--- config.mk ---
export PLATFORM = sky130hd
export DESIGN_NAME = multi_stream_rate_scheduler
export DESIGN_NICKNAME = d
export VERILOG_FILES = /design/src/hw/rtl/msrs_pkg.sv /design/src/hw/rtl/msrs_ctrl.sv /design/src/hw/rtl/msrs_datapath.sv /design/src/hw/rtl/multi_stream_rate_scheduler.sv
export SDC_FILE = /design/constraint.sdc
export NUM_CORES = 1
export LEC_CHECK = 0
export ABC_AREA = 0
export BUFFER_PORTS_ARGS = -buffer_cell sky130_fd_sc_hd__buf_4
export CORE_MARGIN = 2
export CORE_UTILIZATION = 35
export CTS_BUF_LIST = sky130_fd_sc_hd__clkbuf_8
export DETAILED_ROUTE_END_ITERATION = 16
export PLACE_DENSITY = 0.49
export SYNTH_ARGS = -nofsm -noshare
export SYNTH_HDL_FRONTEND = slang
export SYNTH_SLANG_ARGS = --single-unit
--- constraint.sdc ---
create_clock -name clk -period 10.5 [get_ports clk]
set_input_delay 3.15 -clock clk [delete_from_list [all_inputs] [get_ports clk]]
set_output_delay 3.15 -clock clk [all_outputs]
set_load 0.01 [all_outputs]
--- src/hw/rtl/msrs_pkg.sv ---
// Package for the multi-stream rate scheduler: sizes, time constants and the
// command/status structs shared by the controller and the datapath.
// No dependencies.
`default_nettype none

package msrs_pkg;

    localparam int NUM_STREAMS   = 5;
    localparam int IDX_W         = 3;
    localparam int TIME_W        = 32;
    localparam int RATE_W        = 16;
    localparam int MS_PER_SECOND = 1000;
    // Elapsed time below one second fits in this many bits
    localparam int ELAPSED_W     = 10;
    localparam int PROD_W        = ELAPSED_W + 1 + RATE_W;
    localparam int OUT_BYTES_W   = 8;

    typedef struct packed {
        logic             load_now;
        logic             sub;
        logic             cmp;
        logic             load_out;
        logic [IDX_W-1:0] idx;
    } msrs_cmd_t;

    typedef struct packed {
        logic out_busy;
    } msrs_status_t;

endpackage

`default_nettype wire

--- src/hw/rtl/msrs_ctrl.sv ---
// Controller for the multi-stream rate scheduler: walks the five streams,
// two steps each, and hands the flags to the output register.
// Depends on msrs_pkg.
`default_nettype none

module msrs_ctrl (
    input  wire logic                  clk,
    input  wire logic                  rst_n,
    input  wire logic                  s_tvalid,
    output logic                       s_tready,
    output msrs_pkg::msrs_cmd_t        cmd,
    input  wire msrs_pkg::msrs_status_t status
);

    localparam logic [1:0] ST_IDLE = 2'd0;
    localparam logic [1:0] ST_SUB  = 2'd1;
    localparam logic [1:0] ST_CMP  = 2'd2;
    localparam logic [1:0] ST_DONE = 2'd3;

    localparam logic [msrs_pkg::IDX_W-1:0] LAST_IDX =
        msrs_pkg::IDX_W'(msrs_pkg::NUM_STREAMS - 1);

    logic [1:0]                 state_reg, state_next;
    logic [msrs_pkg::IDX_W-1:0] idx_reg, idx_next;

    assign s_tready = (state_reg == ST_IDLE);

    always_comb
    begin
        state_next   = state_reg;
        idx_next     = idx_reg;
        cmd          = '0;
        cmd.idx      = idx_reg;
        unique case (state_reg)
            ST_IDLE:
            begin
                if (s_tvalid)
                begin
                    cmd.load_now = 1'b1;
                    idx_next     = '0;
                    state_next   = ST_SUB;
                end
            end
            ST_SUB:
            begin
                cmd.sub    = 1'b1;
                state_next = ST_CMP;
            end
            ST_CMP:
            begin
                cmd.cmp = 1'b1;
                if (idx_reg == LAST_IDX)
                begin
                    state_next = ST_DONE;
                end
                else
                begin
                    idx_next   = idx_reg + 1'b1;
                    state_next = ST_SUB;
                end
            end
            ST_DONE:
            begin
                // hold the flags until the output register frees up
                if (!status.out_busy)
                begin
                    cmd.load_out = 1'b1;
                    state_next   = ST_IDLE;
                end
            end
            default:
            begin
                state_next = ST_IDLE;
            end
        endcase
    end

    always_ff @(posedge clk or negedge rst_n)
    begin
        if (!rst_n)
        begin
            state_reg <= ST_IDLE;
            idx_reg   <= '0;
        end
        else
        begin
            state_reg <= state_next;
            idx_reg   <= idx_next;
        end
    end

    a_idx_range: assert property (@(posedge clk) disable iff (!rst_n)
        idx_reg <= LAST_IDX)
        else $error("stream index out of range");

    a_last_to_done: assert property (@(posedge clk) disable iff (!rst_n)
        (state_reg == ST_CMP && idx_reg == LAST_IDX) |=> state_reg == ST_DONE)
        else $error("last stream did not finish the tick");

    a_no_overwrite: assert property (@(posedge clk) disable iff (!rst_n)
        cmd.load_out |-> !status.out_busy)
        else $error("output overwritten while stalled");

    a_sub_then_cmp: assert property (@(posedge clk) disable iff (!rst_n)
        cmd.sub |=> (cmd.cmp && $stable(idx_reg)))
        else $error("compare step did not follow subtract step");

endmodule

`default_nettype wire

--- src/hw/rtl/msrs_datapath.sv ---
// Datapath for the multi-stream rate scheduler: rate registers, last-fire
// times, elapsed-time subtract, rate multiply-compare and output register.
// Depends on msrs_pkg.
`default_nettype none

module msrs_datapath (
    input  wire logic                                clk,
    input  wire logic                                rst_n,
    input  wire logic [msrs_pkg::TIME_W-1:0]         now_ms,
    input  wire logic                                cfg_valid,
    input  wire logic [msrs_pkg::IDX_W-1:0]          cfg_index,
    input  wire logic [msrs_pkg::RATE_W-1:0]         cfg_data,
    input  wire msrs_pkg::msrs_cmd_t                 cmd,
    output msrs_pkg::msrs_status_t                   status,
    output logic                                     m_tvalid,
    input  wire logic                                m_tready,
    output logic [msrs_pkg::OUT_BYTES_W-1:0]         m_tdata
);

    logic [msrs_pkg::RATE_W-1:0]      rate_reg [msrs_pkg::NUM_STREAMS];
    logic [msrs_pkg::TIME_W-1:0]      last_reg [msrs_pkg::NUM_STREAMS];
    logic [msrs_pkg::TIME_W-1:0]      now_reg;
    logic [msrs_pkg::ELAPSED_W-1:0]   elapsed_reg;
    logic                             late_reg;
    logic [msrs_pkg::NUM_STREAMS-1:0] flags_reg;
    logic                             out_valid_reg;
    logic [msrs_pkg::NUM_STREAMS-1:0] out_flags_reg;

    logic [msrs_pkg::TIME_W-1:0]      elapsed;
    logic [msrs_pkg::ELAPSED_W:0]     elapsed_inc;
    logic [msrs_pkg::PROD_W-1:0]      prod;
    logic [msrs_pkg::RATE_W-1:0]      rate_sel;
    logic                             fire;

    assign elapsed  = now_reg - last_reg[cmd.idx];
    assign rate_sel = rate_reg[cmd.idx];

    // elapsed >= 1000/rate  <=>  (elapsed + 1) * rate > 1000 for elapsed below 1000
    assign elapsed_inc = {1'b0, elapsed_reg} + 1'b1;
    assign prod = msrs_pkg::PROD_W'(elapsed_inc) * msrs_pkg::PROD_W'(rate_sel);
    assign fire = (rate_sel != '0) &&
                  (late_reg || (prod > msrs_pkg::PROD_W'(msrs_pkg::MS_PER_SECOND)));

    assign m_tvalid        = out_valid_reg;
    assign m_tdata         = msrs_pkg::OUT_BYTES_W'(out_flags_reg);
    assign status.out_busy = out_valid_reg && !m_tready;

    always_ff @(posedge clk or negedge rst_n)
    begin
        if (!rst_n)
        begin
            for (int k = 0; k < msrs_pkg::NUM_STREAMS; k++)
            begin
                rate_reg[k] <= '0;
                last_reg[k] <= '0;
            end
            out_valid_reg <= 1'b0;
        end
        else
        begin
            // drop writes beyond the last stream
            if (cfg_valid && (cfg_index < msrs_pkg::IDX_W'(msrs_pkg::NUM_STREAMS)))
            begin
                rate_reg[cfg_index] <= cfg_data;
            end
            if (cmd.cmp && fire)
            begin
                last_reg[cmd.idx] <= now_reg;
            end
            if (cmd.load_out)
            begin
                out_valid_reg <= 1'b1;
            end
            else if (m_tready)
            begin
                out_valid_reg <= 1'b0;
            end
        end
    end

    always_ff @(posedge clk)
    begin
        if (cmd.load_now)
        begin
            now_reg <= now_ms;
        end
        if (cmd.sub)
        begin
            late_reg    <= (elapsed >= msrs_pkg::TIME_W'(msrs_pkg::MS_PER_SECOND));
            elapsed_reg <= elapsed[msrs_pkg::ELAPSED_W-1:0];
        end
        if (cmd.cmp)
        begin
            flags_reg[cmd.idx] <= fire;
        end
        if (cmd.load_out)
        begin
            out_flags_reg <= flags_reg;
        end
    end

endmodule

`default_nettype wire

--- src/hw/rtl/multi_stream_rate_scheduler.sv ---
// Five-stream periodic rate scheduler.
//
// Slave stream: one word per update tick; s_tdata carries now_ms, the current
// time in milliseconds. Master stream: one word per tick; m_tdata carries one
// fire flag per stream. Configuration channel: cfg_index selects the rate
// register (0 extended status, 1 position, 2 attitude, 3 HUD, 4 extra EKF),
// cfg_data the rate in hertz; zero disables a stream, other indexes are
// ignored. cfg_ready is always high; write only while no tick is in flight.
//
// A tick runs as the accept step, then two steps per stream on the
// single shared subtract and multiply-compare path (elapsed time, then the
// period test), then a step to load the output register, which drives
// m_tvalid; s_tready is high only between ticks, so a new tick is not
// accepted until the last one has loaded the output register.
// When the receiver stalls, the result holds in the output register and the
// next tick is still accepted and worked; it waits at the end until the
// register is taken. Reset clears all rates and last-fire times to zero.
//
// Depends on msrs_pkg, msrs_ctrl and msrs_datapath.
`default_nettype none

module multi_stream_rate_scheduler (
    input  wire logic                          clk,
    input  wire logic                          rst_n,
    input  wire logic                          s_tvalid,
    output logic                               s_tready,
    input  wire logic [msrs_pkg::TIME_W-1:0]   s_tdata,   // [31:0] now_ms
    output logic                               m_tvalid,
    input  wire logic                          m_tready,
    // [0] fire_extended_status, [1] fire_position, [2] fire_attitude,
    // [3] fire_hud, [4] fire_ekf_extra, [7:5] zero
    output logic [msrs_pkg::OUT_BYTES_W-1:0]   m_tdata,
    input  wire logic                          cfg_valid,
    output logic                               cfg_ready,
    input  wire logic [msrs_pkg::IDX_W-1:0]    cfg_index,
    input  wire logic [msrs_pkg::RATE_W-1:0]   cfg_data
);

    msrs_pkg::msrs_cmd_t    cmd;
    msrs_pkg::msrs_status_t status;

    assign cfg_ready = 1'b1;

    msrs_ctrl u_ctrl (
        .clk      (clk),
        .rst_n    (rst_n),
        .s_tvalid (s_tvalid),
        .s_tready (s_tready),
        .cmd      (cmd),
        .status   (status)
    );

    msrs_datapath u_datapath (
        .clk       (clk),
        .rst_n     (rst_n),
        .now_ms    (s_tdata),
        .cfg_valid (cfg_valid),
        .cfg_index (cfg_index),
        .cfg_data  (cfg_data),
        .cmd       (cmd),
        .status    (status),
        .m_tvalid  (m_tvalid),
        .m_tready  (m_tready),
        .m_tdata   (m_tdata)
    );

endmodule

`default_nettype wire
; ---- After elaboration in Yosys (flattened, before gate mapping)
; Index checks and enable logic that the tools add are counted.
[totals]
register_bits = 299
inputBits = 56
out_inout_bits = 11
wordCells = 85
[op_classes]
addsub = 3
n_mul = 1
magnitude_cmp = 9
n_eq_ne = 7
mux = 30
bitwise_logic = 2
n_reduce_logical = 15
[ops]
columns = cell, n
row1 = bitwise mux 160 bit, 1
row2 = binary-select mux 32 bit (select 3 bit), 1
row3 = demux 32 bit (select 3 bit), 1
row4 = two-way mux 32 bit, 3
row5 = bitwise mux 80 bit, 1
row6 = binary-select mux 16 bit (select 3 bit), 1
row7 = demux 16 bit (select 3 bit), 1
row8 = two-way mux 16 bit, 3
row9 = >= comparator 32 x 10 -> 1 bit (second input constant), 1
row10 = subtractor 32 bit, 1
row11 = > comparator 27 x 10 -> 1 bit (second input constant), 1
row12 = multiplier 11 x 16 -> 27 bit, 1
row13 = nonzero test 16 bit, 1
row14 = adder 10 x 1 -> 11 bit (second input constant), 1
row15 = two-way mux 1 bit, 9
row16 = >= comparator 4 bit (second input constant), 2
row17 = < comparator 4 x 1 -> 1 bit (second input constant), 2
row18 = NOT 3 -> 4 bit, 2
row19 = one-hot mux 2 bit (4 select lines), 1
row20 = logical AND 1 bit, 7
row21 = two-way mux 2 bit, 3
row22 = two-way mux 3 bit, 2
row23 = != test 2 bit (second input constant), 3
row24 = one-hot mux 3 bit (2 select lines), 1
row25 = other kinds (15), 17

; ---- Depth between registers and ports, before layout
[logic_depth]
ltp_word = 9
mapped_depth = 30
depth_no_buf = 26

; ---- By module
; A second synthesis with hierarchy kept.
[unflattened]
hier_cells = 1783
area_unflattened_um2 = 21222.9
[modules_own_cells]
columns = mod, instances, cells_each, area_per_inst_um2, seq_area_each_um2
row1 = msrs_datapath, 1, 1747, 20907.6, 7622.3
row2 = msrs_ctrl, 1, 34, 304.0, 125.1
row3 = multi_stream_rate_scheduler, 1, 2, 11.3, 0.0

; ---- Worst setup path after synthesis
; No wires, ideal clock.
[synth_timing]
path_type = reg-to-reg
startpoint = reg u_ctrl.idx_reg[0] (netlist bit)
endpoint = reg u_datapath.last_reg[100] (netlist bit)
setup_time_ps = 127
arrival_ps = 7370
t_required_ps = 10373
slack_ps = 3003
path_stages_with_launch = 27
n_path_buf = 4
synth_period_minus_slack_ps = 7497
path_cell_list = dfrtp_1 buf_2 buf_2 mux4_2 a22o_1 clkbuf_1 and2_1 fa_1 inv_1 fa_1 inv_1 fa_1 fa_1 inv_1 fa_1 inv_1 ha_1 a21oi_2 o211ai_1 a21oi_1 a21boi_0 or3_1 a2111oi_4 nand3_4 o211ai_4 buf_6 mux2_1
[synth_between]
elab_chain_cells = 9
word_cells_on_any_way = 16
classes_between = 1 x mul / 3 x order compare / 6 x mux / 1 x bitwise / 5 x reduce/logical
[synth_lines]
columns = item, line
row1 = from (decl), msrs_ctrl.sv:24  ; logic [msrs_pkg::IDX_W-1:0] idx_reg, idx_next;
row2 = from (signal assigned), msrs_ctrl.sv:88  ; idx_reg <= idx_next;
row3 = NOT 3 -> 4 bit (implied by the code) *, "msrs_datapath.sv:36, msrs_datapath.sv:68"
row4 = binary-select mux 16 bit (select 3 bit), msrs_datapath.sv:36  ; assign rate_sel = rate_reg[cmd.idx];
row5 = two-way mux 16 bit (implied by the code) (2 in series), msrs_datapath.sv:36
row6 = multiplier 11 x 16 -> 27 bit, msrs_datapath.sv:40  ; assign prod = msrs_pkg::PROD_W'(elapsed_inc) * msrs_pkg::PROD_W'(rate_sel);
row7 = > comparator 27 x 10 -> 1 bit, msrs_datapath.sv:42  ; (late_reg || (prod > msrs_pkg::PROD_W'(msrs_pkg::MS_PER_SECOND)));
row8 = logical OR 1 bit, msrs_datapath.sv:42
row9 = logical AND 1 bit, msrs_datapath.sv:41  ; assign fire = (rate_sel != '0) &&
row10 = logical AND 1 bit, msrs_datapath.sv:66  ; if (cmd.cmp && fire)
row11 = "to (signal, indexed assignment)", msrs_datapath.sv:68  ; last_reg[cmd.idx] <= now_reg;
row12 = to (decl), msrs_datapath.sv:21  ; logic [msrs_pkg::TIME_W-1:0] last_reg [msrs_pkg::NUM_STREAMS];
; Every way passes the cells marked *; elsewhere a longest branch is shown, timed or not. The select of a mux whose other input is x is not followed.
; A chain may end at the register's enable or synchronous reset.

; ---- Final worst setup path
[layout_timing]
startpoint = reg u_ctrl.idx_reg[2] (netlist bit)
endpoint = reg u_datapath.last_reg[143] (netlist bit)
; Same word-level chain as after synthesis.

==> run summary <==
crit start category -> flip-flop
Post-synth EDFFs -> 53
vias in the first global route -> 15000
Fmax -> 0.108 GHz
Routed Antenna Nets -> 0
postcts setup bufs -> 0
post-synthesis mux area share -> 18.4%
Ys Warns -> 0
Vias/cell -> 5.22
Post-Synth Adder-Cell Area -> 18.2%
Post-CTS Hold Fix Bufs -> 0
Worst-path clk slew -> 0.07 ns
CTS sink cnt -> 299
Compound-Gate Fraction of Synth Area -> 9.49%
initial antenna violation count -> 0
Crit path arrival time -> 9.72 ns
Main synth FF type -> dfrtp_1
Routed WL per cell -> 19.0 um
clock root cell -> clkbuf_8
GRT Overall Usage -> 17.4%
port bufs -> 62
FF-to-FF Start -> u_ctrl.idx_reg[2]
layout cells sized above 1 -> 17.2%
largest family of logic cells by synthesized area -> multiplexers
diode count -> 0
Clk Latency, worst-skew pair -> 0.65 ns
XOR/XNOR Fraction of Synth Area -> 2.08%
register area share after synthesis -> 37.6%
row cnt -> 88
remaining global-route overflow -> 0
max FFs per register -> 160
critical path class -> flip-flop to flip-flop
post-route setup TNS -> 0 ns
commonest non-fill, non-tap cell in the layout -> dfrtp_1
Initial Utilization -> 35.6%
Die ar. -> 60900 um^2
Hold Path Stages -> 0
ys async rst share -> 82.3%
vias -> 13900
Remaining DRCs -> 0
DP Wirelength -> 35.8 mm
status -> completed
Synth Area per Inst -> 11.5 um^2
final WL -> 50.5 mm
FF-to-FF End -> u_datapath.last_reg[143]
CP Data Required Time -> 10.99 ns
RSZ-0062 raised after global routing -> false
Die Wd -> 247 um
number of buffers created by CTS -> 53
Hold Path Sink -> u_datapath.out_flags_reg[2]
Ports -> 67
# resized after CTS -> 0
Final setup viols -> 0
Worst Hold Class -> flip-flop to flip-flop
Yosys reg bits -> 299
minimum clock period -> 9.23 ns
Placer Congestion -> 0.887
Final Hold Fails -> 0
Worst Reg2Reg Path Length in Cells -> 22
first-pass GRT wire length -> 83.0 mm
slew margin rel. -> 27.0%
core area -> 58000 um^2
Worst Hold Launch -> u_datapath.flags_reg[2]
Pre-antenna DRT Iters -> 5
r2r setup slk -> 1.27 ns
clk_skew -> 0.0495 ns
CTS tree -> done
Die Ht -> 247 um
NumNets Final -> 2135
post-synthesis simple-gate area fraction -> 9.00%
H-tree levels -> 2
Area Overhead vs Synth -> 11.2%
Slew Viols, Final -> 0
largest net degree at the start of global routing -> 133
1st-iter DRT viols -> 717
Post-Syn Area -> 20600 um^2
most frequent cells in the layout -> dfrtp_1 (244), inv_1 (185), mux2_1 (157), nand2_1 (154), fa_1 (126)
worst-case clock buffer depth -> 3
Max-cap violations -> 0
synth unique cells -> 82
synthesized instance count -> 1789
actual slew at the worst max-slew pin -> 1.09 ns
CP Max Fanout -> 27
post-route clock period utilization -> 87.9%
CP Capture Type -> flip-flop
[worst max-delay path, stage by stage (launching register included)]
cell	delay, ns
dfrtp_1	0.89
nor3b_4	0.77
a22o_1	0.63
nand2_1	0.17
fa_1	0.56
fa_1	0.55
inv_1	0.06
fa_1	0.46
fa_1	0.54
inv_1	0.06
fa_1	0.53
inv_1	0.04
ha_1	0.39
nand4_1	0.27
or3_1	0.46
o221ai_2	0.36
a41oi_2	0.18
xnor2_1	0.17
nor4_2	0.41
nand3_4	0.25
o211ai_4	0.62
buf_4	0.33
mux2_1	0.34
[worst max path at each step]
stage,from,to,cells past startpoint
after floorplan,u_ctrl.idx_reg[0],u_datapath.last_reg[100],26
after global placement,u_ctrl.idx_reg[2],u_datapath.last_reg[159],23
after detailed placement,u_ctrl.idx_reg[2],u_datapath.last_reg[143],23
after CTS,u_ctrl.idx_reg[2],u_datapath.last_reg[143],23
after global routing,u_ctrl.idx_reg[2],u_datapath.last_reg[143],23
final,u_ctrl.idx_reg[2],u_datapath.last_reg[143],22
[logic make-up after synthesis]
group | count (synthesis)
xor gates and xnor gates | 49
AOI/OAI and AO/OA | 272
other | 2
and+or+nand+nor | 394
muxes | 300
adders and majority gates | 225
buffers and inverters | 248
DFF | 299
[synthesized netlist by cell type (all sizes together) (5+ instances only)]
master     n  area share (%)
a2111oi    6            0.38
a21o      14            0.51
a21oi     77             1.9
a22o       9            0.38
a22oi     37             1.5
a311oi     5            0.21
a31oi     10            0.30
and2      24            0.73
and3      10            0.30
buf       32             1.3
clkbuf    46            0.84
dfrtp    246              30
edfxtp    53             7.7
fa       126              12
ha        99             6.0
inv      168             3.1
mux2     247              13
mux2i     14            0.68
mux4      39             4.3
nand2    154             2.8
nand2b    17            0.52
nand3     27            0.74
nand4      9            0.27
nor2      95             1.7
nor2b     14            0.42
nor3      13            0.34
nor4       7            0.24
o211ai    15            0.88
o21a      13            0.47
o21ai     40            0.97
or3        6            0.18
xnor2     33             1.4
xor2      16            0.68
[per-stage QoR]
stage	cell area, um^2	std cells	hold slack (ns)	setup slack [ns]	utilization [%]
floorplan	20600	1791	0.400	3.00	-
global placement	21900	2564	0.406	1.62	37.7
detailed placement	21900	2564	0.405	1.39	37.7
CTS	22900	2661	0.418	1.30	39.5
global route	22900	2661	0.434	0.762	39.5
finish	22900	2661	0.419	1.27	39.5
[layer usage]
metal / wire (um) / GRT usage (%) / share of wire [%] / up-vias
li1: - / - / - / 6416
met1: 22500 / 22.3 / 44 / 7165
met2: 25100 / 30.1 / 50 / 254
met3: 1900 / 2.71 / 3.8 / 68
met4: 1110 / 5.14 / 2.2 / 0
met5: 0 / 0 / 0 / -
[area by class of cell]
cell class,count,area [um^2]
flip-flops and latches,299,7750
fillers,5581,35100
clock inverters,33,195
repair buffers,86,666
multi-input cells,1244,11800
clock buffers,64,881
well taps,765,957
inverters,170,638
Power is left out: the tool's default activity adds up to more than one toggle a clock period on the data nets, which glitch-free logic cannot reach.
